File: src/hw/rtl/dss_pkg.sv
// Shared types and constants of the delimiter string splitter.
package dss_pkg;

  localparam int MAX_DELIM_LEN = 8;

  // Configuration port
  localparam int CFG_AW = 2;
  localparam int CFG_DW = 64;

  localparam logic [CFG_AW-1:0] CFG_IDX_DELIM_LEN   = 2'd0;
  localparam logic [CFG_AW-1:0] CFG_IDX_DELIM_BYTES = 2'd1;
  localparam logic [CFG_AW-1:0] CFG_IDX_KEEP_EMPTY  = 2'd2;

  localparam logic [3:0]  DELIM_LEN_RST   = 4'd1;
  localparam logic [63:0] DELIM_BYTES_RST = 64'd44;
  localparam logic        KEEP_EMPTY_RST  = 1'b0;

  // Delimiter bytes beyond the register read as zero, up to the largest window.
  localparam int DELIM_PAD_W = 128;

  // Result kinds
  localparam logic KIND_BYTE = 1'b0;
  localparam logic KIND_END  = 1'b1;

  typedef struct packed {
    logic [3:0]  delim_len;
    logic [63:0] delim_bytes;
    logic        keep_empty;
  } cfg_t;

  typedef struct packed {
    logic [7:0] dbyte;
    logic       kind;
    logic       done;
  } res_t;

  localparam res_t RES_NONE = '{dbyte: 8'h00, kind: KIND_BYTE, done: 1'b0};

endpackage

File: src/hw/rtl/dss_cfg.sv
// Configuration registers of the delimiter string splitter.
module dss_cfg (
  input  logic                       clk,
  input  logic                       rst_n,
  input  logic                       cfg_we,
  input  logic [dss_pkg::CFG_AW-1:0] cfg_addr,
  input  logic [dss_pkg::CFG_DW-1:0] cfg_wdata,
  output dss_pkg::cfg_t              cfg
);
  import dss_pkg::*;

  cfg_t cfg_r;

  always_ff @(posedge clk) begin
    if (!rst_n) begin
      cfg_r.delim_len   <= DELIM_LEN_RST;
      cfg_r.delim_bytes <= DELIM_BYTES_RST;
      cfg_r.keep_empty  <= KEEP_EMPTY_RST;
    end else if (cfg_we) begin
      unique case (cfg_addr)
        CFG_IDX_DELIM_LEN:   cfg_r.delim_len   <= cfg_wdata[3:0];
        CFG_IDX_DELIM_BYTES: cfg_r.delim_bytes <= cfg_wdata[63:0];
        CFG_IDX_KEEP_EMPTY:  cfg_r.keep_empty  <= cfg_wdata[0];
        default: ;
      endcase
    end
  end

  assign cfg = cfg_r;

endmodule

File: config.mk
export PLATFORM = sky130hd
export DESIGN_NAME = dss_cfg
export DESIGN_NICKNAME = d
export VERILOG_FILES = /design/src/hw/rtl/dss_pkg.sv /design/src/hw/rtl/dss_cfg.sv
export SDC_FILE = /design/constraint.sdc
export NUM_CORES = 1
export LEC_CHECK = 0
export ABC_AREA = 1
export BUFFER_PORTS_ARGS = -buffer_cell sky130_fd_sc_hd__buf_4
export CAP_MARGIN = 30
export CORE_MARGIN = 2
export CORE_UTILIZATION = 30
export DETAILED_ROUTE_END_ITERATION = 16
export PLACE_DENSITY = 0.53
export SYNTH_ARGS = -nofsm -noshare
export SYNTH_HDL_FRONTEND = slang
export SYNTH_SLANG_ARGS = --single-unit
File: constraint.sdc
create_clock -name clk -period 0.8 [get_ports clk]
set_input_delay 0.04 -clock clk [delete_from_list [all_inputs] [get_ports clk]]
set_output_delay 0.04 -clock clk [all_outputs]
set_load 0.01 [all_outputs]
==> results by group, run 1 <==
Status
  • Status: finished, violations left
  • Violations in the final reports: setup timing

Power and ir drop
  • Internal power: 6.029 mW
  • Psw: 2.087 mW
  • Clock share of power: 34.2%
  • Peak supply drop: 0.7567 mV
  • Part of the power in registers: 46.5%
  • Combinational Power Share: 19.3%
  • Power per cell area: 1564 nW/um2
  • Net Sw Frac: 25.72%
  • Final Power: 8.117 mW
  • Leak pwr: 2.758 nW

Clock network
  • CTS Buf Count: 9
  • H-tree levels: 3
  • Root Driver: clkbuf_8
  • Clock tree sinks: 69
  • CTS tree: built
  • Maximum clock path buffer count: 2
  • Clk pin slew, worst setup/hold paths: 80 ps
  • Worst-skew pair later-pin latency: 330 ps

STA
  • Final Setup Violations: 68
  • Slew HR: 85.38%
  • Final period util: 104.0%
  • Final Max Slew Viols: 0
  • Worst hold slack: 16.61 ps
  • Skew final: 0 ps
  • Peak Freq: 1202 MHz
  • Setup ws final: -31.87 ps
  • TNS Setup: -1137 ps
  • Worst-Margin Slew: 219.3 ps
  • Final hold vios: 0
  • Final worst path period need: 831.9 ps
  • RSZ-0062 raised after global routing: true

Floorplan
  • Total core area: 9153 um2
  • Initial Util: 30.77%
  • Die Ht: 100.9 um
  • Die X: 100.9 um
  • Die area: 10180 um2
  • # IOs: 138
  • Std-Cell Rows: 35

Setup path
  • Reg2Reg Setup Slack: 70 ps
  • Crit-path max cell delay: 350 ps
  • Worst-path fanout max: 2
  • R2R Path End: cfg[36]$_SDFFE_PN0P_
  • Worst R2R Path Depth: 5
  • WP depth: 1
  • WP buf/inv: 1
  • Critical Path, Cell by Cell: buf_6
  • CP Class: flip-flop to output port
  • Critical path required time: 760 ps
  • Top cell family by delay on the critical path: flip-flops
  • WP data arrival: 790 ps
  • Setup crit end kind: output port
  • Worst setup path end: cfg[1]
  • Critical path's slowest cell: dfxtp_2
  • CP startpoint: cfg[1]$_SDFFE_PN0P_
  • Critical R2R Launch: cfg[36]$_SDFFE_PN0P_
  • CP Launch Type: flip-flop

Layout
  • P&R area growth vs syn: 84.27%
  • Max reg flops: 69
  • Ratio of cells with drive above 1 in the final layout: 36.55%
  • Final Util: 56.71%
  • Ant. Diodes: 0
  • Cell area after layout: 5190 um2
  • Fin nets: 707

Global route
  • Vias in the first global route: 2838
  • Largest net degree at the start of global routing: 52
  • Antenna violations before repair: 0
  • Total GRT Usage: 15.75%
  • Residual overflow from global routing: 0
  • First-pass GRT wire length: 12830 um

Logic synthesis
  • Cell variety after synth: 12
  • Largest family of logic cells by synthesized area: simple AND/OR/NAND/NOR gates
  • Post-synthesis mux area share: 0%
  • Register area share after synthesis: 49.04%
  • Register bit total from synthesis: 69
  • Synth Area in Compound Gates: 0.5331%
  • Synth warn: 0
  • Xor and xnor area share after synthesis: 0%
  • Simple-gate share of the synthesized area: 37.27%
  • Syn Std Cell Area: 2816 um2
  • Syn_area_per_cell: 6.460 um2
  • Mapped Nets: 505
  • Synth Instances: 436
  • Synth Area in Adders: 0%

Worst hold path
  • Hold crit path type: input port to flip-flop

Route
  • WL/cell: 10.54 um
  • Vias: 3048
  • ANT nets after route: 0
  • Drt pass-1 iters: 4
  • DRC Markers: 0
  • Routed WL: 7946 um
  • Routed vias/inst: 4.042
  • Drt initial violations: 82

Placed design
  • Global placer's final weighted congestion: 0.7249
  • IO Port Bufs: 137
  • DP HPWL: 5194 um
  • Placed cell area: 3998 um2

Run
  • Max Cap Violations: 0
[power by group through the flow]
stage / logic, mW / clock network, mW / registers, mW
5_1_grt: 1.73 / 3.08 / 3.80
6_report: 1.57 / 2.77 / 3.78
2_1_floorplan: 0.450 / 0 / 3.87
3_5_place_dp: 1.21 / 0 / 3.79
4_1_cts: 1.57 / 2.91 / 3.78
3_3_place_gp: 1.19 / 0 / 3.78
[timing repair]
| action | in CTS | in global routing |
|---|---|---|
| buffers inserted | 0 | 2 |
| resized for setup | 138 | 0 |
| setup endpoints to repair | 69 | 69 |
| hold buffers | 64 | 0 |
| endpoints found under the hold margin | 66 | 0 |
[cell families (layout without fill, tap and decap cells)]
logic type,Yosys count,after routing
AND/OR/NAND/NOR,275,275
buffers and inverters,89,296
flip-flops,69,69
AO/OA/AOI/OAI,3,3
[worst min-delay path by stage]
stage,start,endpoint,depth (start not counted)
2_1_floorplan,cfg_wdata[2],cfg[3]$_SDFFE_PN1P_,2
3_3_place_gp,cfg_wdata[5],cfg[6]$_SDFFE_PN1P_,3
3_5_place_dp,cfg_wdata[2],cfg[3]$_SDFFE_PN1P_,3
4_1_cts,rst_n,cfg[3]$_SDFFE_PN1P_,2
5_1_grt,rst_n,cfg[3]$_SDFFE_PN1P_,2
6_report,rst_n,cfg[3]$_SDFFE_PN1P_,2
[metal layers]
layer | vias to the layer above | routed length [um] | track usage (%)
met5 | - | 0 | 0
met4 | 0 | 112 | 4.782
met3 | 10 | 649 | 6.519
met2 | 92 | 3740 | 26.10
met1 | 1302 | 3443 | 18.62
li1 | 1644 | - | -
[per-stage QoR]
stage          worst slack, ps  std cells
2_1_floorplan            66.93        436
3_3_place_gp            -24.70        672
3_5_place_dp            -58.51        672
4_1_cts                 -54.39        752
5_1_grt                 -89.87        754
6_report                -31.87        754
[cell usage in the layout, fill, tap and decap left out]
master         instances
buf_12                 4
inv_2                  1
nand3_1                9
clkinv_4               1
clkinv_2               2
nand3_4                1
a21oi_1                3
bufinv_16              1
clkinvlp_4             2
buf_6                 69
dfxtp_2               69
buf_4                 76
dlygate4sd3_1         64
clkbuf_8               9
inv_1                 66
clkbuf_1               1
nand2_1              136
nor2_1               129
[Yosys cell counts]
cell | number | area, um2
a21oi_1 | 3 | 15.01
buf_1 | 1 | 3.750
buf_2 | 11 | 55.05
buf_4 | 6 | 45.04
clkbuf_1 | 4 | 15.01
dfxtp_1 | 69 | 1381
inv_1 | 66 | 247.7
inv_2 | 1 | 3.750
nand2_1 | 136 | 510.5
nand3_1 | 9 | 45.04
nand3_2 | 1 | 10.01
nor2_1 | 129 | 484.2
[area by class of cell]
type / count / area (um2)
flip-flops and latches: 69 / 1468
well taps: 111 / 138.9
clock buffers: 10 / 127.6
repair buffers: 213 / 2068
multi-input cells: 278 / 1072
clock inverters: 6 / 63.81
fillers: 856 / 3963
inverters: 67 / 251.5
(Power assumes the default switching activity.)
==> run 2, diff against run 1 <==
--- a/config.mk
+++ b/config.mk
@@ -10,3 +10,2 @@
 export CAP_MARGIN = 30
-export CORE_MARGIN = 2
 export CORE_UTILIZATION = 30
==> constraint.sdc (replaced) <==
create_clock -name clk -period 0.8 [get_ports clk]
set_input_delay 0 -clock clk [delete_from_list [all_inputs] [get_ports clk]]
set_output_delay 0 -clock clk [all_outputs]
set_load 0.01 [all_outputs]
==> run 2 against run 1 <==
The run now ends clean. Global-route usage increased by 1.2 points. Clock power is 11% lower. Register-to-register slack hardly changed. Final area shrank 0.92%. Combinational power about the same. Sequential power is essentially flat. Critical path type unchanged.
==> results by group, run 2 (synthesis results as in run 1) <==
Power and ir drop
  • Leak pwr: 2.743 nW (-0.52%)
  • Peak supply drop: 1.079 mV (+43%)
  • Power per cell area: 1519 nW/um2 (-2.9%)

Setup path
  • CP Class: flip-flop to output port
  • Critical path required time: 800 ps (+40 ps)
  • CP startpoint: cfg[50]$_SDFFE_PN0P_
  • WP depth: 1 (unchanged)
  • Worst R2R Path Depth: 5 (unchanged)
  • Worst-path fanout max: 2 (unchanged)
  • Critical R2R Launch: cfg[45]$_SDFFE_PN0P_
  • WP data arrival: 790 ps (about the same)
  • Crit-path max cell delay: 350 ps (about the same)
  • WP buf/inv: 1 (unchanged)
  • Setup crit end kind: output port
  • Reg2Reg Setup Slack: 70 ps (about the same)
  • R2R Path End: cfg[45]$_SDFFE_PN0P_
  • Top cell family by delay on the critical path: flip-flops
  • Worst setup path end: cfg[50]
  • Critical path's slowest cell: dfxtp_2
  • CP Launch Type: flip-flop
  • Critical Path, Cell by Cell: buf_6

Clock network
  • Root Driver: clkbuf_8
  • Clock tree sinks: 69 (unchanged)
  • CTS Buf Count: 9 (unchanged)
  • Clk pin slew, worst setup/hold paths: 70 ps (about the same)
  • Worst-skew pair later-pin latency: 330 ps (about the same)
  • Maximum clock path buffer count: 2 (unchanged)
  • H-tree levels: 3 (unchanged)
  • CTS tree: built

Placed design
  • Placed cells: 668 (-0.60%)
  • IO Port Bufs: 137 (unchanged)
  • Pre-CTS setup slack: -7.401 ps (+51.11 ps)
  • Placed cell area: 3974 um2 (-0.59%)
  • DP HPWL: 5099 um (-1.8%)
  • Global placer's final weighted congestion: 0.6782 (-6.4%)

Floorplan
  • Initial Util: 31.68% (+0.91 points)
  • # IOs: 138 (unchanged)
  • Die Ht: 98.89 um (-2.0%)
  • Std-Cell Rows: 34 (-2.9%)
  • Die area: 9779 um2 (-3.9%)
  • Total core area: 8891 um2 (-2.9%)
  • Die X: 98.89 um (-2.0%)

Run
  • Max Cap Violations: 0 (unchanged)

Layout
  • Fill count: 823 (-3.9%)
  • Fin nets: 706 (-0.14%)
  • Final Util: 57.84% (+1.1 points)
  • Cell area after layout: 5142 um2 (-0.92%)
  • Most frequent cells in the layout: 136 x nand2_1, 129 x nor2_1, 75 x buf_4
  • Finished Layout Cells: 748 (-0.80%)
  • Most common cell after layout, fill and taps aside: nand2_1
  • Ant. Diodes: 0 (unchanged)
  • Ratio of cells with drive above 1 in the final layout: 36.09% (-0.45 points)
  • P&R area growth vs syn: 82.59%
  • Max reg flops: 69 (unchanged)

STA
  • RSZ-0062 raised after global routing: true
  • Skew final: 0 ps (unchanged)
  • Final hold vios: 0 (unchanged)
  • Final period util: 98.22% (-5.8 points)
  • Worst-Margin Slew: 285.7 ps (+66.46 ps)
  • Final Setup Violations: 0 (-100%)
  • Final Max Slew Viols: 0 (unchanged)
  • Slew HR: 80.95% (-4.4 points)
  • Peak Freq: 1273 MHz (+5.9%)
  • Setup ws final: 14.24 ps (+46.11 ps)
  • Final worst path period need: 785.8 ps (-46.11 ps)
  • TNS Setup: 0 ps (+1137 ps)

Route
  • Routed vias/inst: 4.092 (+1.2%)
  • Vias: 3061 (+0.43%)
  • Drt pass-1 iters: 5 (+1)
  • Routed WL: 7983 um (+0.47%)
  • Drt initial violations: 86 (+4.9%)
  • DRC Markers: 0 (unchanged)
  • WL/cell: 10.67 um (+1.3%)
  • ANT nets after route: 0 (unchanged)

Global route
  • Largest net degree at the start of global routing: 49 (-5.8%)
  • Total GRT Usage: 16.90% (+1.2 points)
  • Residual overflow from global routing: 0 (unchanged)
  • Antenna violations before repair: 0 (unchanged)
  • First-pass GRT wire length: 13100 um (+2.1%)
  • Vias in the first global route: 2933 (+3.3%)

Status
  • Status: finished, final reports clean

Worst hold path
  • Hold crit path type: input port to flip-flop
[run 2: cell type report]
class | instances | area, um2 | share of cell area [%]
multi-input cells | 278 | 1072 | 20.85
repair buffers | 212 | 2051 | 39.88
well taps | 108 | 135.1 | 2.628
clock inverters | 2 | 10.01 | 0.1946
clock buffers | 12 | 155.1 | 3.017
inverters | 67 | 251.5 | 4.891
flip-flops and latches | 69 | 1468 | 28.54
[run 2: per-stage QoR]
| step | power, mW | hold WS [ps] |
|---|---|---|
| floorplan | 4.316 | 113.2 |
| global placement | 4.960 | 203.4 |
| detailed placement | 4.980 | 209.7 |
| CTS | 7.893 | 19.30 |
| global route | 8.250 | 41.47 |
| finish | 7.811 | 37.21 |
[run 2: repair_timing]
action                                  in CTS  in global routing
setup buffers                                0                  1
pin swaps                                    0                  0
endpoints found under the hold margin       69                  0
endpoints found under the setup margin      65                 69
gates cloned                                 0                  0
gates resized for setup                    130                  8
hold buffers                                65                  0
[run 2: report_power, final]
part	internal, mW	switching [mW]	total (mW)
Sequential	3.65	0.125	3.78
Combinational	0.933	0.628	1.56
Clock	1.25	1.22	2.47
Total	5.84	1.97	7.81
[run 2: worst min-delay path by stage]
stage / to / depth (start not counted) / from / slack [ps]
3_3_place_gp: cfg[6]$_SDFFE_PN1P_ / 3 / cfg_wdata[5] / 200
4_1_cts: cfg[0]$_SDFFE_PN0P_ / 4 / cfg_addr[1] / 20
2_1_floorplan: cfg[3]$_SDFFE_PN1P_ / 2 / cfg_wdata[2] / 110
6_report: cfg[0]$_SDFFE_PN0P_ / 4 / cfg_addr[1] / 40
5_1_grt: cfg[0]$_SDFFE_PN0P_ / 4 / cfg_addr[1] / 40
3_5_place_dp: cfg[6]$_SDFFE_PN1P_ / 3 / cfg_wdata[5] / 210
[run 2: layer usage]
layer	vias to the layer above	GRT usage (%)	wire, um
met5	-	0	0
met4	0	8.266	191
met3	19	5.603	429
met2	81	28.94	3878
met1	1322	18.82	3484
li1	1639	-	-
