`config.mk`:
```
export PLATFORM = sky130hd
export DESIGN_NAME = dss_emit
export DESIGN_NICKNAME = d
export VERILOG_FILES = /design/src/hw/rtl/dss_pkg.sv /design/src/hw/rtl/dss_emit.sv
export SDC_FILE = /design/constraint.sdc
export NUM_CORES = 1
export LEC_CHECK = 0
export ABC_AREA = 1
export BUFFER_PORTS_ARGS = -buffer_cell sky130_fd_sc_hd__buf_2
export CORE_ASPECT_RATIO = 1.75
export CORE_UTILIZATION = 35
export CTS_BUF_LIST = sky130_fd_sc_hd__clkbuf_8
export DETAILED_ROUTE_END_ITERATION = 10
export MAX_ROUTING_LAYER = met4
export PLACE_DENSITY = 0.61
export SLEW_MARGIN = 20
export SYNTH_ARGS = -nofsm -noshare
export SYNTH_HDL_FRONTEND = slang
export SYNTH_SLANG_ARGS = --single-unit
export TNS_END_PERCENT = 5
```
`constraint.sdc`:
```
create_clock -name clk -period 3.06 [get_ports clk]
set_input_delay 0.306 -clock clk [delete_from_list [all_inputs] [get_ports clk]]
set_output_delay 0.306 -clock clk [all_outputs]
set_load 0.03 [all_outputs]
```
`src/hw/rtl/dss_pkg.sv`:
```
// Shared types and constants of the delimiter string splitter.
package dss_pkg;

  localparam int MAX_DELIM_LEN = 8;

  // Configuration port
  localparam int CFG_AW = 2;
  localparam int CFG_DW = 64;

  localparam logic [CFG_AW-1:0] CFG_IDX_DELIM_LEN   = 2'd0;
  localparam logic [CFG_AW-1:0] CFG_IDX_DELIM_BYTES = 2'd1;
  localparam logic [CFG_AW-1:0] CFG_IDX_KEEP_EMPTY  = 2'd2;

  localparam logic [3:0]  DELIM_LEN_RST   = 4'd1;
  localparam logic [63:0] DELIM_BYTES_RST = 64'd44;
  localparam logic        KEEP_EMPTY_RST  = 1'b0;

  // Delimiter bytes beyond the register read as zero, up to the largest window.
  localparam int DELIM_PAD_W = 128;

  // Result kinds
  localparam logic KIND_BYTE = 1'b0;
  localparam logic KIND_END  = 1'b1;

  typedef struct packed {
    logic [3:0]  delim_len;
    logic [63:0] delim_bytes;
    logic        keep_empty;
  } cfg_t;

  typedef struct packed {
    logic [7:0] dbyte;
    logic       kind;
    logic       done;
  } res_t;

  localparam res_t RES_NONE = '{dbyte: 8'h00, kind: KIND_BYTE, done: 1'b0};

endpackage

```
`src/hw/rtl/dss_emit.sv`:
```
// Result register: shifts one item's results out, one transaction a cycle while out_tready is high.
module dss_emit #(
  parameter int P = dss_pkg::MAX_DELIM_LEN
) (
  input  logic                   clk,
  input  logic                   rst_n,
  input  logic                   bnd_load,
  input  dss_pkg::res_t [P:0]    bnd_ent,
  input  logic [$clog2(P+2)-1:0] bnd_cnt,
  output logic                   emit_free,
  output logic                   out_tvalid,
  input  logic                   out_tready,
  output logic [7:0]             out_tdata,
  output logic [1:0]             out_tuser,
  output logic                   out_tlast
);
  import dss_pkg::*;

  localparam int BW = $clog2(P + 2);

  res_t [P:0]    ent_r, ent_nxt;
  logic [BW-1:0] cnt_r, cnt_nxt;
  logic          take;

  assign out_tvalid = (cnt_r != '0);
  assign take       = out_tvalid & out_tready;
  assign emit_free  = (cnt_r == '0) | (take & (cnt_r == BW'(1)));

  always_comb begin
    ent_nxt = ent_r;
    cnt_nxt = cnt_r;
    if (bnd_load) begin
      ent_nxt = bnd_ent;
      cnt_nxt = bnd_cnt;
    end else if (take) begin
      for (int k = 0; k < P; k++) begin
        ent_nxt[k] = ent_r[k+1];
      end
      ent_nxt[P] = RES_NONE;
      cnt_nxt    = cnt_r - BW'(1);
    end
  end

  always_ff @(posedge clk) begin
    if (!rst_n) begin
      cnt_r <= '0;
    end else begin
      cnt_r <= cnt_nxt;
    end
  end

  always_ff @(posedge clk) begin
    ent_r <= ent_nxt;
  end

  assign out_tdata = ent_r[0].dbyte;
  assign out_tuser = {ent_r[0].done, ent_r[0].kind};
  assign out_tlast = (cnt_r == BW'(1));

endmodule

```
==> summary.txt, run 1 <==
Die
  – Die height: 147 um
  – I/O pin total: between 100 and 150
  – Placement Rows: 52
  – Die area: 0.0125 mm2
  – Die W: 84.9 um
  – Core area: 0.0116 mm2
  – Initial core utilization: a little over a third

Synthesis
  – Net count after synthesis: about 530
  – Ys Warns: 0
  – Post-Syn Area: 0.00421 mm2
  – Syn_area_per_cell: 9.81 um2
  – Register area share after synthesis: 66.2%
  – Flop and latch count out of synthesis: 94
  – Synthesized instance count: 429
  – Post-synth cell types: 17

STA
  – Worst Max-Slew Pin Slew: a little under 900 ps
  – Final setup violation count: 0
  – Final Max Slew Viols: 0
  – Final period demand of the worst path: 1970 ps
  – Tcrit/Tclk final: 64.2%
  – Fmax: 509 MHz
  – Relative slew slack: 40.9%
  – Final Hold Fails: 0
  – RSZ-0062 raised after global routing: false
  – TNS Setup: 0 ps
  – Clk_skew: approximately 8.4 ps

Worst setup path
  – Largest fanout on the critical path: 5
  – Largest stage delay, worst path: 380 ps
  – Worst reg-to-reg setup slack: 1140 ps
  – CP Class: reg -> out
  – R2r worst-path depth: 6
  – Top delay family on crit path: flip-flops
  – Reg-to-reg startpoint: cnt_r[0]$_SDFFE_PN0P_
  – WP depth: 6
  – Critical path destination: emit_free
  – Crit-path cells: inv_1 -> ha_1 -> nand2_2 -> nand2_4 -> o21ai_0 -> buf_2
  – FF-to-FF End: ent_r[88]$_SDFFCE_PN0P_
  – Worst setup SP type: flip-flop
  – Critical Path RT: ~2800 ps
  – CP startpoint: cnt_r[0]$_SDFFE_PN0P_
  – CP max stage cell: dfxtp_1
  – CP bufs+invs: 2
  – Arrival @ worst endpoint: 1660 ps
  – CP Capture Type: output pin

Finish
  – Non-filler cells, final: 665
  – Share of cells above drive strength 1: 24.9%
  – # fillers: 1127
  – Fin nets: ~630
  – Register area: 0.00278 mm2
  – Commonest non-fill, non-tap cell in the layout: nand2_1
  – Final Util: a little over two fifths
  – Footprint of the multi-input gates: 0.00113 mm2
  – Ant. Diodes: 0
  – Commonest non-fill, non-tap cells in the layout: nand2_1 (264), buf_2 (109), edfxtp_1 (90), inv_1 (20), clkbuf_8 (9)
  – P&R area growth vs syn: 17.9%

Clocking
  – Root Buffer: clkbuf_8
  – Hold_buf cts: 0
  – Clock Tree Buf Depth: 2
  – H-tree depth: 3
  – Post-CTS setup buffers: 0
  – CTS tree: built
  – Clock Sinks: 94
  – Clk Latency, worst-skew pair: 350 ps
  – CTS Buf Count: 9
  – Post-cts resize count: 0
  – Worst-path clk slew: 80 ps

Run
  – Max-cap viol count: 0

Routing
  – Final wirelength: 7.76 mm
  – Drt first pass iters: 8
  – Vias per inst: ~4.4
  – Post-route ant nets: 0
  – WL per Instance: 11.7 um
  – DRC Markers: 13
  – Vias: 2952
  – DR iter-0 viols: 122

Placement
  – Cell count after placement: 650
  – Port Buffers: 110
  – Routability cong.: 0.709
  – Dpl hpwl: a little under 5 mm

Power and ir drop
  – Leakage: 2.47 nW
  – Worst vdd ir: between 0.2 and 0.3 mV
  – Power per standard cell area: around 580 mW/mm2

GRT
  – Initial antenna violation count: 0
  – Gr ovfl total: 0
  – Vias in the first global route: 2844
  – GRT Total Usage: about an eighth
  – Pin count of the biggest net entering global routing: 96
  – First-pass GRT wire length: 12.7 mm

Worst hold path
  – Hold WC Path Type: in -> reg

Run status
  – Outcome: finished with violations
  – Failing checks: design-rule violations
==> kinds of logic (layout without fill, tap and decap cells) <==
group	count (synthesis)	after routing	share of synthesized area [%]
buffers and inverters	49	150	7.05
AND/OR/NAND/NOR	278	278	25.5
adder cells (fa/ha/maj)	2	2	0.595
AO/OA/AOI/OAI	6	6	0.714
flip-flops	94	94	66.2
==> worst min-delay path by stage <==
stage / startpoint / end / depth (start not counted)
6_report: rst_n / cnt_r[2]$_SDFFE_PN0P_ / 3
5_1_grt: rst_n / cnt_r[2]$_SDFFE_PN0P_ / 3
4_1_cts: rst_n / cnt_r[2]$_SDFFE_PN0P_ / 3
3_5_place_dp: ent_r[51]$_DFFE_PP_ / ent_r[41]$_DFFE_PP_ / 2
3_3_place_gp: cnt_r[1]$_SDFFE_PN0P_ / cnt_r[1]$_SDFFE_PN0P_ / 2
2_1_floorplan: rst_n / cnt_r[2]$_SDFFE_PN0P_ / 2
==> routing by layer <==
metal  up-vias  share of wire [%]  global-route usage (%)
met5         -                  0                       -
li1       1542                  -                       -
met3         9                6.4                    3.20
met4         0                1.2                    5.34
met1      1299                 44                    15.6
met2       102                 48                    22.1
==> report_power, final <==
part / total, mW / internal, mW / leakage [nW] / switching (mW)
clock network: 0.852 / 0.448 / 0.102 / 0.404
logic: 0.387 / 0.138 / 1.41 / 0.248
registers: 1.65 / 1.61 / 0.961 / 0.0416
==> synthesized netlist by cell type, drive strengths merged <==
| cell type | n | area [um2] |
|---|---|---|
| o21ai | 4 | 20.0 |
| nand3 | 7 | 35.0 |
| clkbuf | 1 | 3.75 |
| edfxtp | 90 | 2700 |
| dfxtp | 4 | 80.1 |
| nand2 | 267 | 1020 |
| nor2 | 4 | 17.5 |
| a21oi | 2 | 10.0 |
| buf | 28 | 218 |
| inv | 20 | 75.1 |
| ha | 2 | 25.0 |
==> flip-flops by register name, summed over array words and instances, names as in the netlist <==
name / count
ent_r: 80
cnt_r: 4
out_tuser: 2
out_tdata: 8
==> per-stage QoR <==
stage / worst slack, ps / cell area, um2 / power, mW / hold slack (ps)
2_1_floorplan: 1080 / 4210 / 1.95 / 426
3_3_place_gp: 1220 / 4760 / 2.05 / 486
3_5_place_dp: 1140 / 4760 / 2.07 / 497
4_1_cts: 1080 / 4960 / 2.93 / 183
5_1_grt: 990 / 4960 / 3.04 / 186
6_report: 1090 / 4960 / 2.89 / 209
==> worst min-delay path, stage by stage <==
cell	delay, ps
buf_2	120
nand2_1	60
nor2_1	30
==> layout make-up <==
type	instances	area share [%]
tap	135	3.40
sequential	94	56.1
timing repair buffer	115	12.2
inverter	20	1.54
multi-input combinational	286	22.7
clock inverter	6	1.59
clock buffer	9	2.50
Power figures use the tool's default switching activity.
==> run 2: changes to the inputs <==
Settings changed: ABC_AREA 1 to 0.
Clock period 3.06 ns to 1.9 ns, I/O delays scaled along.
==> run 2 against run 1 <==
Net effect:
- the flow now finishes without violations
- global-route usage fell by 1.4 points
- flip-flop and latch count did not move
- non-clock buffer count rose by 4
- critical path type unchanged
- critical endpoint unchanged
- largest cell class unchanged
==> summary.txt, run 2 <==
Finish
  – Commonest non-fill, non-tap cell in the layout: buf_2
  – P&R area growth vs syn: 22.8%
  – Largest register FFs: 80
  – Commonest non-fill, non-tap cells in the layout: buf_2 (108), edfxtp_1 (90), mux2_2 (78), and2_1 (10), clkbuf_8 (9)
  – # fillers: approximately 1000
  – Fin nets: 445
  – Share of cells above drive strength 1: 63.4%
  – Ant. Diodes: 0
  – Most flops, register: ent_r

Synthesis
  – Register area share after synthesis: 68.1%
  – Post-synth EDFFs: 90
  – Ys Warns: 0
  – Synth top area share: 66.1%
  – Count leader, synth: edfxtp_1
  – Syn_area_per_cell: between 15 and 20 um2
  – Net count after synthesis: approximately 340
  – Post-synth cell types: 24
  – Synthesized instance count: between 200 and 250
  – Flop and latch count out of synthesis: 94
  – Share of flip-flops with an asynchronous set or reset: 0%
  – Area leader, netlist: edfxtp_1
  – Synth top cells by count: edfxtp_1 (90), mux2_2 (78), and2_1 (10), buf_2 (10), buf_4 (10)
  – Main synth FF type: edfxtp_1
  – Post-Syn Area: approximately 0.0041 mm2
  – Top cells by area, synth: edfxtp_1 (66%), mux2_2 (21%), dfxtp_1 (2.0%), buf_4 (1.8%), and2_1 (1.5%)

Worst setup path
  – Largest fanout on the critical path: 4
  – Critical Path RT: roughly 1700 ps
  – CP Class: reg -> out
  – CP startpoint: cnt_r[0]$_SDFFE_PN0P_
  – CP Capture Type: output pin
  – Arrival @ worst endpoint: between 1500 and 2000 ps
  – Worst setup SP type: flip-flop
  – Reg-to-reg startpoint: cnt_r[0]$_SDFFE_PN0P_

STA
  – TNS Setup: 0 ps
  – Final period demand of the worst path: 1820 ps
  – Final Max Slew Viols: 0
  – Fmax: 550 MHz
  – Final setup violation count: 0
  – Worst Max-Slew Pin Slew: 406 ps
  – Tcrit/Tclk final: between 90% and 100%
  – Clk_skew: 5.80 ps
  – Final hold slack: 79.5 ps
  – Final Hold Fails: 0
  – RSZ-0062 raised after global routing: false
  – Relative slew slack: 72.5%

Clocking
  – Hold_buf cts: 0
  – Clock Sinks: 94
  – Clock Tree Buf Depth: 2
  – Root Buffer: clkbuf_8
  – CTS tree: built
  – CTS Buf Count: 9
  – Worst-path clk slew: 90 ps
  – Clk Latency, worst-skew pair: 350 ps
  – H-tree depth: 3

Worst hold path
  – Hold WC Path Type: in -> reg
  – Hold Crit Start: bnd_cnt[0]

GRT
  – Pin count of the biggest net entering global routing: 41
  – First-pass GRT wire length: 11.0 mm
  – Initial antenna violation count: 0
  – GRT Total Usage: 12.0%
  – Gr ovfl total: 0
  – Vias in the first global route: 2389

Die
  – Placement Rows: 51
  – Die height: 145 um
  – Initial core utilization: ~36%
  – I/O pin total: 111
  – Die W: 83.7 um
  – Die area: roughly 0.012 mm2
  – Core area: between 0.01 and 0.015 mm2

Routing
  – WL per Instance: 14.2 um
  – Drt first pass iters: 4
  – DR iter-0 viols: between 100 and 150
  – DRC Markers: 0
  – Vias: 2297
  – Vias per inst: 4.77
  – Final wirelength: 6.84 mm
  – Post-route ant nets: 0

Placement
  – Dpl hpwl: about 4.7 mm
  – Port Buffers: 110
  – Routability cong.: about 0.69

Power and ir drop
  – Worst vdd ir: 0.510 mV
  – Power per standard cell area: between 900 and 1000 mW/mm2
  – Leakage: 1.98 nW

Run
  – Max-cap viol count: 0

Run status
  – Outcome: completed
-- run 2: what timing repair did --
| action | in CTS | in global routing |
|---|---|---|
| endpoints found under the setup margin | 1 | 1 |
| buffers inserted | 2 | 1 |
| resized for setup | 5 | 4 |
-- run 2: final timing paths --
check / slack [ps] / cells past startpoint / endpoint
setup / recovery: 80 / 5 / emit_free
hold reg to reg: 540 / 1 / ent_r[79]$_DFFE_PP_
hold / removal: 80 / 3 / cnt_r[0]$_SDFFE_PN0P_
setup reg to reg: 100 / 7 / ent_r[26]$_DFFE_PP_
-- run 2: area by class of cell --
cell class / count / area (um2) / area share, %
clock buffer: 9 / 124 / 2.47
clock inverter: 7 / 66.3 / 1.32
sequential: 94 / 2790 / 55.5
inverter: 4 / 15.0 / 0.299
multi-input combinational: 117 / 1180 / 23.4
tap: 132 / 165 / 3.29
timing repair buffer: 119 / 689 / 13.7
-- run 2: critical path, stage by stage, from the launching register on --
cell	delay, ps
dfxtp_2	350
inv_2	60
ha_2	160
or3b_4	400
a21bo_4	190
buf_6	120
-- run 2: report_power, final --
part	switching, mW	internal (mW)	leakage (nW)
registers	0.0583	2.57	0.945
logic	0.306	0.336	0.940
clock network	0.676	0.599	0.0924
-- run 2: per-stage QoR --
| stage | instances | instance area [um2] | power [mW] | utilization (%) | setup WS (ps) |
|---|---|---|---|---|---|
| 2_1_floorplan | 238 | 4110 | 3.10 | - | 47.0 |
| 3_3_place_gp | 463 | 4790 | 3.28 | 42.6 | 140 |
| 3_5_place_dp | 463 | 4790 | 3.30 | 42.6 | 103 |
| 4_1_cts | 481 | 5010 | 4.61 | 44.6 | 21.5 |
| 5_1_grt | 482 | 5020 | 4.77 | 44.7 | 9.74 |
| 6_report | 482 | 5020 | 4.55 | 44.7 | 83.4 |
-- run 2: per-layer routing --
metal | part of all wire [%] | GRT usage, % | up-vias
li1 | - | - | 1109
met5 | 0 | - | -
met2 | 48 | 17.8 | 96
met4 | 1.5 | 4.83 | 0
met3 | 6.8 | 3.87 | 7
met1 | 44 | 15.0 | 1085
-- run 2: kinds of logic after synthesis --
family	count (synthesis)	share of synthesized area (%)
muxes	81	22.3
AOI/OAI and AO/OA	8	1.41
and+or+nand+nor	26	3.76
buffers and inverters	27	3.89
adders and majority gates	2	0.612
DFF	94	68.1
